<file path="config.mk">
export PLATFORM = sky130hd
export DESIGN_NAME = char_lcd_paced_command_queue_top
export DESIGN_NICKNAME = d
export VERILOG_FILES = /design/src/design/clcq_pkg.sv /design/src/design/clcq_fifo.sv /design/src/design/char_lcd_paced_command_queue_top.sv
export SDC_FILE = /design/constraint.sdc
export NUM_CORES = 2
export LEC_CHECK = 0
export ABC_AREA = 1
export BUFFER_PORTS_ARGS = -buffer_cell sky130_fd_sc_hd__buf_2
export CORE_ASPECT_RATIO = 0.5
export CORE_MARGIN = 2
export CORE_UTILIZATION = 50
export DETAILED_ROUTE_END_ITERATION = 10
export HOLD_SLACK_MARGIN = 0.03
export PLACE_DENSITY_LB_ADDON = 0.08
export SLEW_MARGIN = 20
export SYNTH_ARGS = -nofsm -noshare
export SYNTH_HDL_FRONTEND = slang
export SYNTH_SLANG_ARGS = --single-unit
</file>
<file path="constraint.sdc">
create_clock -name i_clk -period 24.6 [get_ports i_clk]
set_input_delay 2.46 -clock i_clk [delete_from_list [all_inputs] [get_ports i_clk]]
set_output_delay 2.46 -clock i_clk [all_outputs]
set_load 0.05 [all_outputs]
</file>
<file path="src/design/clcq_pkg.sv">
// ----------------------------------------------------------------------------
// clcq_pkg
// Shared widths and types for the paced character LCD command queue.
// ----------------------------------------------------------------------------
package clcq_pkg;

    // stream and configuration port widths
    localparam int S_TDATA_W  = 32;  // value, column, row, bus_ready, zero fill
    localparam int S_TUSER_W  = 3;   // func
    localparam int M_TDATA_W  = 16;  // expander_byte, target_address
    localparam int CFG_IDX_W  = 2;
    localparam int CFG_DATA_W = 8;

    localparam int WORD_W = 10;      // backlight, register select, byte

    // request kinds carried in s_axis_tuser, the last two are ignored
    typedef enum logic [S_TUSER_W-1:0] {
        FUNC_CMD    = 3'd0,
        FUNC_DATA   = 3'd1,
        FUNC_CURSOR = 3'd2,
        FUNC_TICK   = 3'd3,
        FUNC_DONE   = 3'd4,
        FUNC_POLL   = 3'd5,
        FUNC_RSVD6  = 3'd6,
        FUNC_RSVD7  = 3'd7
    } t_func;

    // configuration register indexes
    localparam logic [CFG_IDX_W-1:0] CFG_BACKLIGHT = 2'd0;
    localparam logic [CFG_IDX_W-1:0] CFG_MIN_GAP   = 2'd1;
    localparam logic [CFG_IDX_W-1:0] CFG_DEV_ADDR  = 2'd2;
    localparam logic [CFG_IDX_W-1:0] CFG_SPARE     = 2'd3;

    // request from the sequencer to the word store
    typedef struct packed {
        logic              push;
        logic              pop;
        logic [WORD_W-1:0] wdata;
    } t_fifo_ctrl;

    // status from the word store
    typedef struct packed {
        logic empty;
        logic full;
    } t_fifo_stat;

endpackage

</file>
<file path="src/design/clcq_fifo.sv">
// ----------------------------------------------------------------------------
// clcq_fifo
// Word store: synchronous memory with head and tail pointers and a fill count.
// ----------------------------------------------------------------------------
module clcq_fifo
    import clcq_pkg::*;
#(
    parameter int DEPTH = 128
) (
    input  logic              i_clk,
    input  logic              i_rst_n,
    input  t_fifo_ctrl        i_ctrl,
    output t_fifo_stat        o_stat,
    output logic [WORD_W-1:0] o_rd_data
);

    localparam int AW = $clog2(DEPTH);
    localparam int CW = $clog2(DEPTH + 1);

    logic [WORD_W-1:0] r_mem [DEPTH];
    logic [WORD_W-1:0] r_rd_data;
    logic [AW-1:0]     r_head, n_head;
    logic [AW-1:0]     r_tail, n_tail;
    logic [CW-1:0]     r_count, n_count;
    logic              w_full, w_empty, w_wr, w_rd;

    assign w_full  = (r_count == CW'(DEPTH));
    assign w_empty = (r_count == '0);
    // a push into a full store is dropped
    assign w_wr    = i_ctrl.push & ~w_full;
    assign w_rd    = i_ctrl.pop & ~w_empty;

    always_comb begin
        n_head  = r_head;
        n_tail  = r_tail;
        n_count = r_count;
        if (w_wr) begin
            n_tail = (r_tail == AW'(DEPTH - 1)) ? '0 : r_tail + 1'b1;
        end
        if (w_rd) begin
            n_head = (r_head == AW'(DEPTH - 1)) ? '0 : r_head + 1'b1;
        end
        case ({w_wr, w_rd})
            2'b10:   n_count = r_count + 1'b1;
            2'b01:   n_count = r_count - 1'b1;
            default: n_count = r_count;
        endcase
    end

    always_ff @(posedge i_clk) begin
        if (!i_rst_n) begin
            r_head  <= '0;
            r_tail  <= '0;
            r_count <= '0;
        end else begin
            r_head  <= n_head;
            r_tail  <= n_tail;
            r_count <= n_count;
        end
    end

    always_ff @(posedge i_clk) begin
        if (w_wr) begin
            r_mem[r_tail] <= i_ctrl.wdata;
        end
    end

    always_ff @(posedge i_clk) begin
        if (w_rd) begin
            r_rd_data <= r_mem[r_head];
        end
    end

    assign o_stat.empty = w_empty;
    assign o_stat.full  = w_full;
    assign o_rd_data    = r_rd_data;

endmodule

</file>
<file path="src/design/char_lcd_paced_command_queue_top.sv">
// ----------------------------------------------------------------------------
// char_lcd_paced_command_queue_top
// Queues LCD commands, data and cursor moves and paces them out as
// 4-bit expander bytes.
// ----------------------------------------------------------------------------
// Input stream (s_axis): one transaction per request. tuser carries the
// request kind (queue command, queue data, queue cursor, ms tick, transfer
// done, poll); tdata carries value, column, row and bus_ready.
// Output stream (m_axis): a granted poll yields four transactions, each an
// expander byte with the device address; tlast marks the fourth.
// Configuration: i_cfg_we writes i_cfg_data into register i_cfg_index
// (0 backlight, 1 minimum gap in ms, 2 device address).
// Timing: every request except a granted poll leaves the input ready. A granted
// poll reads the word store (a registered read, state ST_READ), then
// presents the four bytes in turn; input is held off until
// the last byte is taken. A stall on m_axis holds the current byte and
// holds off the input. Reset empties the queue, saturates the ms counter
// and loads the register defaults; the word store itself is not cleared.
// ----------------------------------------------------------------------------
module char_lcd_paced_command_queue_top
    import clcq_pkg::*;
#(
    parameter int QUEUE_DEPTH = 128
) (
    input  logic                  i_clk,
    input  logic                  i_rst_n,
    input  logic                  i_cfg_we,
    input  logic [CFG_IDX_W-1:0]  i_cfg_index,
    input  logic [CFG_DATA_W-1:0] i_cfg_data,
    input  logic                  s_axis_tvalid,
    output logic                  s_axis_tready,
    input  logic [S_TDATA_W-1:0]  s_axis_tdata,   // value, column, row, bus_ready
    input  logic [S_TUSER_W-1:0]  s_axis_tuser,   // func
    output logic                  m_axis_tvalid,
    input  logic                  m_axis_tready,
    output logic [M_TDATA_W-1:0]  m_axis_tdata,   // expander_byte, target_address
    output logic                  m_axis_tlast    // last_byte
);

    localparam logic [8:0] CURSOR_LIMIT = 9'd80;
    localparam logic [7:0] SET_DDRAM    = 8'h80;

    typedef enum logic [2:0] {
        ST_IDLE = 3'b001,
        ST_READ = 3'b010,
        ST_SEND = 3'b100
    } t_state;

    t_state      r_state, n_state;
    logic [1:0]  r_beat, n_beat;
    logic [7:0]  r_elapsed;
    logic        r_backlight;
    logic [7:0]  r_min_gap;
    logic [7:0]  r_dev_addr;

    t_fifo_ctrl        w_ctrl;
    t_fifo_stat        w_stat;
    logic [WORD_W-1:0] w_word;

    logic       w_accept, w_grant, w_push, w_sel, w_bus_ready, w_out_take;
    logic [2:0] w_func;
    logic [7:0] w_value, w_column, w_row, w_byte;
    logic [6:0] w_offset;
    logic [8:0] w_pos;
    logic [3:0] w_nib;

    assign w_func      = s_axis_tuser;
    assign w_value     = s_axis_tdata[7:0];
    assign w_column    = s_axis_tdata[15:8];
    assign w_row       = s_axis_tdata[23:16];
    assign w_bus_ready = s_axis_tdata[24];

    assign s_axis_tready = (r_state == ST_IDLE);
    assign w_accept      = s_axis_tvalid & s_axis_tready;
    assign w_out_take    = m_axis_tvalid & m_axis_tready;

    // DDRAM row offsets, rows above 3 fall back to the first row
    always_comb begin
        case (w_row)
            8'd1:    w_offset = 7'd40;
            8'd2:    w_offset = 7'd20;
            8'd3:    w_offset = 7'd60;
            default: w_offset = 7'd0;
        endcase
    end

    assign w_pos = {1'b0, w_column} + {2'b00, w_offset};

    always_comb begin
        w_push = 1'b0;
        w_sel  = 1'b0;
        w_byte = w_value;
        case (w_func)
            FUNC_CMD:    w_push = 1'b1;
            FUNC_DATA: begin
                w_push = 1'b1;
                w_sel  = 1'b1;
            end
            FUNC_CURSOR: begin
                w_push = (w_pos < CURSOR_LIMIT);
                w_byte = w_pos[7:0] | SET_DDRAM;
            end
            default:     w_push = 1'b0;
        endcase
    end

    assign w_grant = w_accept & (w_func == FUNC_POLL) & w_bus_ready
                   & (r_elapsed >= r_min_gap) & ~w_stat.empty;

    assign w_ctrl.push  = w_accept & w_push;
    assign w_ctrl.pop   = w_grant;
    assign w_ctrl.wdata = {r_backlight, w_sel, w_byte};

    clcq_fifo #(
        .DEPTH (QUEUE_DEPTH)
    ) u_fifo (
        .i_clk     (i_clk),
        .i_rst_n   (i_rst_n),
        .i_ctrl    (w_ctrl),
        .o_stat    (w_stat),
        .o_rd_data (w_word)
    );

    always_comb begin
        n_state = r_state;
        n_beat  = r_beat;
        case (r_state)
            ST_IDLE: begin
                if (w_grant) begin
                    n_state = ST_READ;
                end
            end
            ST_READ: begin
                n_state = ST_SEND;
                n_beat  = 2'd0;
            end
            ST_SEND: begin
                if (w_out_take) begin
                    n_beat = r_beat + 1'b1;
                    if (r_beat == 2'd3) begin
                        n_state = ST_IDLE;
                    end
                end
            end
            default: n_state = ST_IDLE;
        endcase
    end

    always_ff @(posedge i_clk) begin
        if (!i_rst_n) begin
            r_state <= ST_IDLE;
            r_beat  <= 2'd0;
        end else begin
            r_state <= n_state;
            r_beat  <= n_beat;
        end
    end

    // ms counter saturates, transfer done clears it
    always_ff @(posedge i_clk) begin
        if (!i_rst_n) begin
            r_elapsed <= 8'hFF;
        end else if (w_accept && w_func == FUNC_TICK && r_elapsed != 8'hFF) begin
            r_elapsed <= r_elapsed + 1'b1;
        end else if (w_accept && w_func == FUNC_DONE) begin
            r_elapsed <= 8'd0;
        end
    end

    always_ff @(posedge i_clk) begin
        if (!i_rst_n) begin
            r_backlight <= 1'b1;
            r_min_gap   <= 8'd5;
            r_dev_addr  <= 8'd78;
        end else if (i_cfg_we) begin
            case (i_cfg_index)
                CFG_BACKLIGHT: r_backlight <= i_cfg_data[0];
                CFG_MIN_GAP:   r_min_gap   <= i_cfg_data;
                CFG_DEV_ADDR:  r_dev_addr  <= i_cfg_data;
                default:       r_backlight <= r_backlight;
            endcase
        end
    end

    // high nibble first, enable strobed on even beats
    assign w_nib = r_beat[1] ? w_word[3:0] : w_word[7:4];

    assign m_axis_tvalid = (r_state == ST_SEND);
    assign m_axis_tdata  = {r_dev_addr, w_nib, w_word[9], ~r_beat[0], 1'b0, w_word[8]};
    assign m_axis_tlast  = (r_beat == 2'd3);

endmodule

</file>
======== Word level (Yosys, flattened, before mapping) ========
Memories as Yosys holds them, arrays and structs flattened. A register that Yosys moved wholly into a read port is not among the register bits.
Index checks and enable logic that the tools add are counted.
storage, ports and cells
  RAM bits ................................ 1,280
  register bits ........................... 52
  memories ................................ 1
  output and inout port bits .............. 19
  bits of input ports ..................... 50
  logic and storage cells ................. 87
operators by class
  $add $sub $neg .......................... 7
  mux-type cells .......................... 18
  magnitude comparators ................... 2
  reduce and logical (&&, ||, !) cells .... 15
  bitwise gates (word level) .............. 12
  equality and inequality tests ........... 23
memory list
  memory        depth  bits a word  rd ports  clocked after memory_dff  write ports  RTL line         RTL
  u_fifo.r_mem  128    10           1         1                         1            clcq_fifo.sv:20  logic [WORD_W-1:0] r_mem [DEPTH];
operators by type and width
  operator               number
  $mux W8                3
  $pmux W6 S3            1
  $add A8 B1 Y8 const B  2
  $eq A8 B2 Y1 const B   2
  $pmux W8 S2            1
  $add A7 B1 Y7 const B  2
  $eq A7 B7 Y1 const B   2
  $mux W7                2
  $add A8 B7 Y9          1
  $and A1 B1 Y1          9
  $eq A3 B2 Y1 const B   3
  $eq A3 B3 Y1 const B   3
  $lt A9 B7 Y1 const B   1
  $mux W3                3
  $pmux W3 S3            1
  $eq A8 B1 Y1 const B   1
  $eq A8 B8 Y1 const B   1
  $ge A8 B8 Y1           1
  $logic_not A8 Y1       1
  $ne A8 B8 Y1 const B   1
  $reduce_and A2 Y1      4
  $sub A8 B1 Y8 const B  1
  $eq A2 B2 Y1 const B   3
  $eq A3 B1 Y1 const B   2
  15 further kinds       26

======== Logic depth before layout (Yosys ltp) ========
  word-level depth ........................ 9
  mapped depth ............................ 31
  depth with buffers taken out ............ 31

======== Modules after synthesis ========
From an unflattened synthesis, not the netlist that was laid out.
second synthesis, totals
  cells, all modules ...................... 5,598
  area total of the unflattened synthesis .. 57,674.1 um^2
by module, submodules not included
  module                            sequential area each (um^2)  cells an instance  area an instance (um^2)  instances
  clcq_fifo                         39,177.6                     5,307              55,699.7                 1
  char_lcd_paced_command_queue_top  600.6                        291                1,974.4                  1

======== Worst setup path after synthesis ========
OpenSTA, ideal clock, no wires.
  kind .................................... input -> register
  from .................................... input s_axis_tuser[1]
  to ...................................... memory u_fifo.r_mem[0][2] (data pin)
  setup time .............................. 1.226 ns
  stages on the path ...................... 4
  slack ................................... 14.658 ns
  data arrival time ....................... 8.716 ns
  data required time ...................... 23.374 ns
  buffers on the path ..................... 0
  cell sequence ........................... inv_1 -> nor3_1 -> clkinv_1 -> o31ai_1
RTL lines
  item             RTL line                                RTL
  start, declared  char_lcd_paced_command_queue_top.sv:33  input logic [S_TUSER_W-1:0] s_axis_tuser,
  end, declared    clcq_fifo.sv:20

======== Final worst setup path ========
  from .................................... input s_axis_tdata[21]
  to ...................................... memory u_fifo.r_mem[102][1], enable pin
on the way
  longest elaborated chain between the ends .. 9
  elaborated cells between the ends (all ways) .. 11
  those cells by class .................... add/sub: 1; order compare: 1; eq/ne: 3; mux: 4; bitwise: 2
RTL lines
  item                                          RTL line                                 RTL
  start, declared                               char_lcd_paced_command_queue_top.sv:32   input logic [S_TDATA_W-1:0] s_axis_tdata,
  $eq A8 B2 Y1 or $eq A8 B1 Y1 (tied branches)  char_lcd_paced_command_queue_top.sv:79   case (w_row)
  $pmux W6 S3 (*)                               char_lcd_paced_command_queue_top.sv:79
  $add A8 B7 Y9 (*)                             char_lcd_paced_command_queue_top.sv:87   assign w_pos = {1'b0, w_column} + {2'b00, w_offset};
  $lt A9 B7 Y1 (*)                              char_lcd_paced_command_queue_top.sv:100  w_push = (w_pos < CURSOR_LIMIT);
  $pmux W1 S2 (*)                               char_lcd_paced_command_queue_top.sv:93   case (w_func)
  $and A1 B1 Y1 (*)                             char_lcd_paced_command_queue_top.sv:110  assign w_ctrl.push = w_accept & w_push;
  $and A1 B1 Y1 (*)                             clcq_fifo.sv:30                          assign w_wr = i_ctrl.push & ~w_full;
  $mux W1 (*)                                   clcq_fifo.sv:63                          if (w_wr) begin
  $mux W1 (not written as such) (*)             clcq_fifo.sv:64                          r_mem[r_tail] <= i_ctrl.wdata;
Every way passes the cells marked *; elsewhere a longest branch is shown, timed or not.

==> results.tsv <==
stage	metric	value	unit
status	status	finished, final reports clean	
timing	maxSlewViolCount	0	
detailed_routing	wirelength	146000	µm
global_route	grt_pass1_vias	32300	
placed_design	io_buffers	60	
clock_network	hold_buffers	0	
global_route	grt_antenna_before_repair	2	
synthesis	synth-warning-count	0	
synthesis	yosysUniqueCellTypes	49	
setup_path	path_cells	buf_2 -> nor2_1 -> nand2_2 -> nor2_8 -> inv_1 -> nor2_1 -> inv_1 -> fa_1 -> inv_1 -> nand4_1 -> nand3_1 -> nand2_1 -> nand2_1 -> nand4_2 -> nand2_4 -> nand2_4 -> inv_2 -> nand2_2 -> nor2_1	
die	start_util	0.508	
setup_path	rr_worst_depth	12	
setup_path	worstPathArrival	6680	ps
clock_network	clock_sinks	1342	
detailed_routing	first_pass_iters	5	
setup_path	crit_buf_inv	5	
detailed_routing	wire_per_inst	25.7	µm
timing	finalSetupViolCount	0	
timing	tightest_slew	1160	ps
detailed_routing	drc_errors	0	
clock_network	clock_latency	730	ps
detailed_routing	drt_first_iter_violations	4457	
clock_network	cts_max_path_buffers	3	
synthesis	ys_ff_latch	1342	
setup_path	cp_slowest_cell	nor2_1	
setup_path	cp_max_fo	16	
die	dieArea	0.110	mm²
setup_path	cp-start-kind	primary input	
layout	final_common_cell	edfxtp_1	
layout	filler_cell_count	8610	
synthesis	synthFlopType	edfxtp_1	
synthesis	avgSynthCellArea	12.7	µm²
clock_network	cts.clk_slew.worst_paths	60	ps
synthesis	synthCells	4227	
setup_path	critical_path.top_delay_family	simple AND/OR/NAND/NOR gates	
die	die_w	468	µm
clock_network	cts_resized	0	
detailed_routing	drtAntennaViolNets	0	
synthesis	synth_edf_count	1290	
detailed_routing	vias_per_cell	6.07	
placed_design	place_hpwl	79700	µm
die	core_area	0.106	mm²
setup_path	max_stage_delay	1100	ps
clock_network	h-tree-depth	3	
power_and_ir_drop	finalPower	4.61	mW
timing	fin_crit_sh	0.258	
die	row_count	84	
global_route	grt_remaining_overflow	0	
clock_network	cts_root_buf	clkbuf_16	
timing	rsz0062_at_grt	no	
timing	timing.setup.tns	0	ps
timing	fin_worst_skew	25.6	ps
timing	fmax	158	MHz
layout	num_antenna_cells	0	
timing	fin_crit	6350	ps
worst_hold_path	min_to	r_dev_addr[1]	
layout	layout.nets	4248	
worst_hold_path	hp-start	r_dev_addr[1]	
global_route	grt_max_degree	182	
setup_path	endpoint_kind	register	
setup_path	ff2ff_setup_slack	19470	ps
clock_network	cts_tree	done	
layout	layout-drive-gt1-share	0.0786	
layout	layout_common_cells	edfxtp_1, nor2_1, o21ai_0, nand2_1, o22ai_1	
worst_hold_path	hp-class	reg2reg	
layout	syn_to_final_growth	10.2	%
global_route	grt_usage	0.262	
synthesis	netlist_area	0.0537	mm²
placed_design	gp_congestion	0.846	
synthesis	synth_nets	4300	
worst_hold_path	whs_path_depth	2	
clock_network	cts_buffers	116	
timing	hold_violations	0	
detailed_routing	num_vias	34600	
setup_path	crit_required	24940	ps
setup_path	critPathKind	in2reg	
timing	relSlewSlack	0.221	
synthesis	synthArstFlopShare	0	
power_and_ir_drop	power.leakage	19.0	nW
die	die_h	236	µm
global_route	grt_pass1_wl	213000	µm
power_and_ir_drop	ir_drop	0.0601	mV
synthesis	ys_seq_area_frac	0.741	
clock_network	cts_setup_buffers	0	
setup_path	r2r-end	u_fifo.o_rd_data[8]	
run	cap_violations	0	
power_and_ir_drop	powerDensity	77.8	mW/mm²
setup_path	reg2reg_from	u_fifo.r_head[0]	
die	io_pins	69	
[metrics by stage]
step,util,area (µm²),hold slack [ps],setup slack [ps],instances
after floorplan,-,53700,433,14660,4227
after global placement,0.522,55200,433,17520,5474
after detailed placement,0.522,55200,441,17520,5474
after CTS,0.559,59200,458,18290,5690
after global routing,0.560,59200,478,17960,5692
final,0.560,59200,454,18250,5692
[cells by family (layout without fill, tap and decap cells)]
logic type | after synthesis | count (layout) | share of synthesized area
fa+ha+maj | 23 | 23 | 0.00564
buf+inv | 378 | 424 | 0.0277
compound gates | 1117 | 1117 | 0.120
mux | 4 | 4 | 0.000838
simple gates | 1351 | 1351 | 0.103
flops | 1342 | 1342 | 0.741
xor+xnor | 11 | 11 | 0.00193
other cells | 1 | 1 | 0.0000698
[worst min-delay path, cell delays in order, from the launching register on]
cell	delay (ps)
dfxtp_1	320
nand2_1	50
nand3_1	50
[registers in the layout, summed over array words and instances, names as in the netlist]
| signal | cells |
|---|---|
| r_backlight | 1 |
| r_beat | 2 |
| r_dev_addr | 8 |
| r_elapsed | 8 |
| r_min_gap | 8 |
| r_state | 3 |
| u_fifo.o_rd_data | 10 |
| u_fifo.r_count | 8 |
| u_fifo.r_head | 7 |
| u_fifo.r_mem | 1280 |
| u_fifo.r_tail | 7 |
[synth_stat cells, drive strengths merged, types with 3 or more instances]
| library cell | n | area [µm²] |
|---|---|---|
| nand3 | 163 | 816 |
| xor2 | 10 | 95.1 |
| dfxtp | 52 | 1040 |
| o21a | 3 | 22.5 |
| nor2 | 840 | 3180 |
| or2 | 3 | 18.8 |
| o211ai | 40 | 300 |
| nand4 | 48 | 362 |
| mux2 | 4 | 45.0 |
| buf | 44 | 235 |
| edfxtp | 1290 | 38700 |
| clkbuf | 243 | 912 |
| nand2 | 282 | 1090 |
| o22ai | 198 | 1240 |
| inv | 86 | 323 |
| nor4 | 3 | 18.8 |
| a21oi | 63 | 315 |
| o221ai | 116 | 1020 |
| nor3 | 10 | 55.1 |
| clkinv | 5 | 18.8 |
| o2111ai | 5 | 43.8 |
| o21ai | 682 | 3420 |
| ha | 21 | 263 |
[how the worst max path moves through the flow]
stage / from / endpoint / slack, ps / depth (start not counted)
final: s_axis_tdata[21] / u_fifo.r_mem[102][1] / 18250 / 19
after global routing: s_axis_tdata[21] / u_fifo.r_mem[32][6] / 17960 / 18
after CTS: s_axis_tdata[21] / u_fifo.r_mem[32][6] / 18290 / 18
after detailed placement: s_axis_tdata[21] / u_fifo.r_mem[32][7] / 17520 / 18
after global placement: s_axis_tdata[23] / u_fifo.r_mem[40][0] / 17520 / 18
after floorplan: s_axis_tuser[1] / u_fifo.r_mem[0][2] / 14660 / 4
[report_power, final]
group / internal [mW] / switching, mW
combinational: 0.0298 / 0.117
clock: 1.10 / 0.834
sequential: 2.52 / 0.00582
total: 3.65 / 0.956
[final cells by class]
cell class	count	area, µm²	area share
tap	1419	1780	0.0300
timing repair buffer	117	793	0.0134
inverter	91	358	0.00604
clock inverter	71	850	0.0143
multi-input combinational	2507	12500	0.212
sequential	1342	39800	0.672
clock buffer	145	3120	0.0526
[per-layer routing]
metal	part of all wire	vias to the layer above	wire [µm]	GRT usage
met2	0.45	1351	65800	0.395
met1	0.45	17400	65100	0.398
met3	0.084	196	12200	0.0462
li1	-	15600	-	-
met5	0	-	0	0
met4	0.020	0	2880	0.0576
Power figures use the tool's default switching activity.
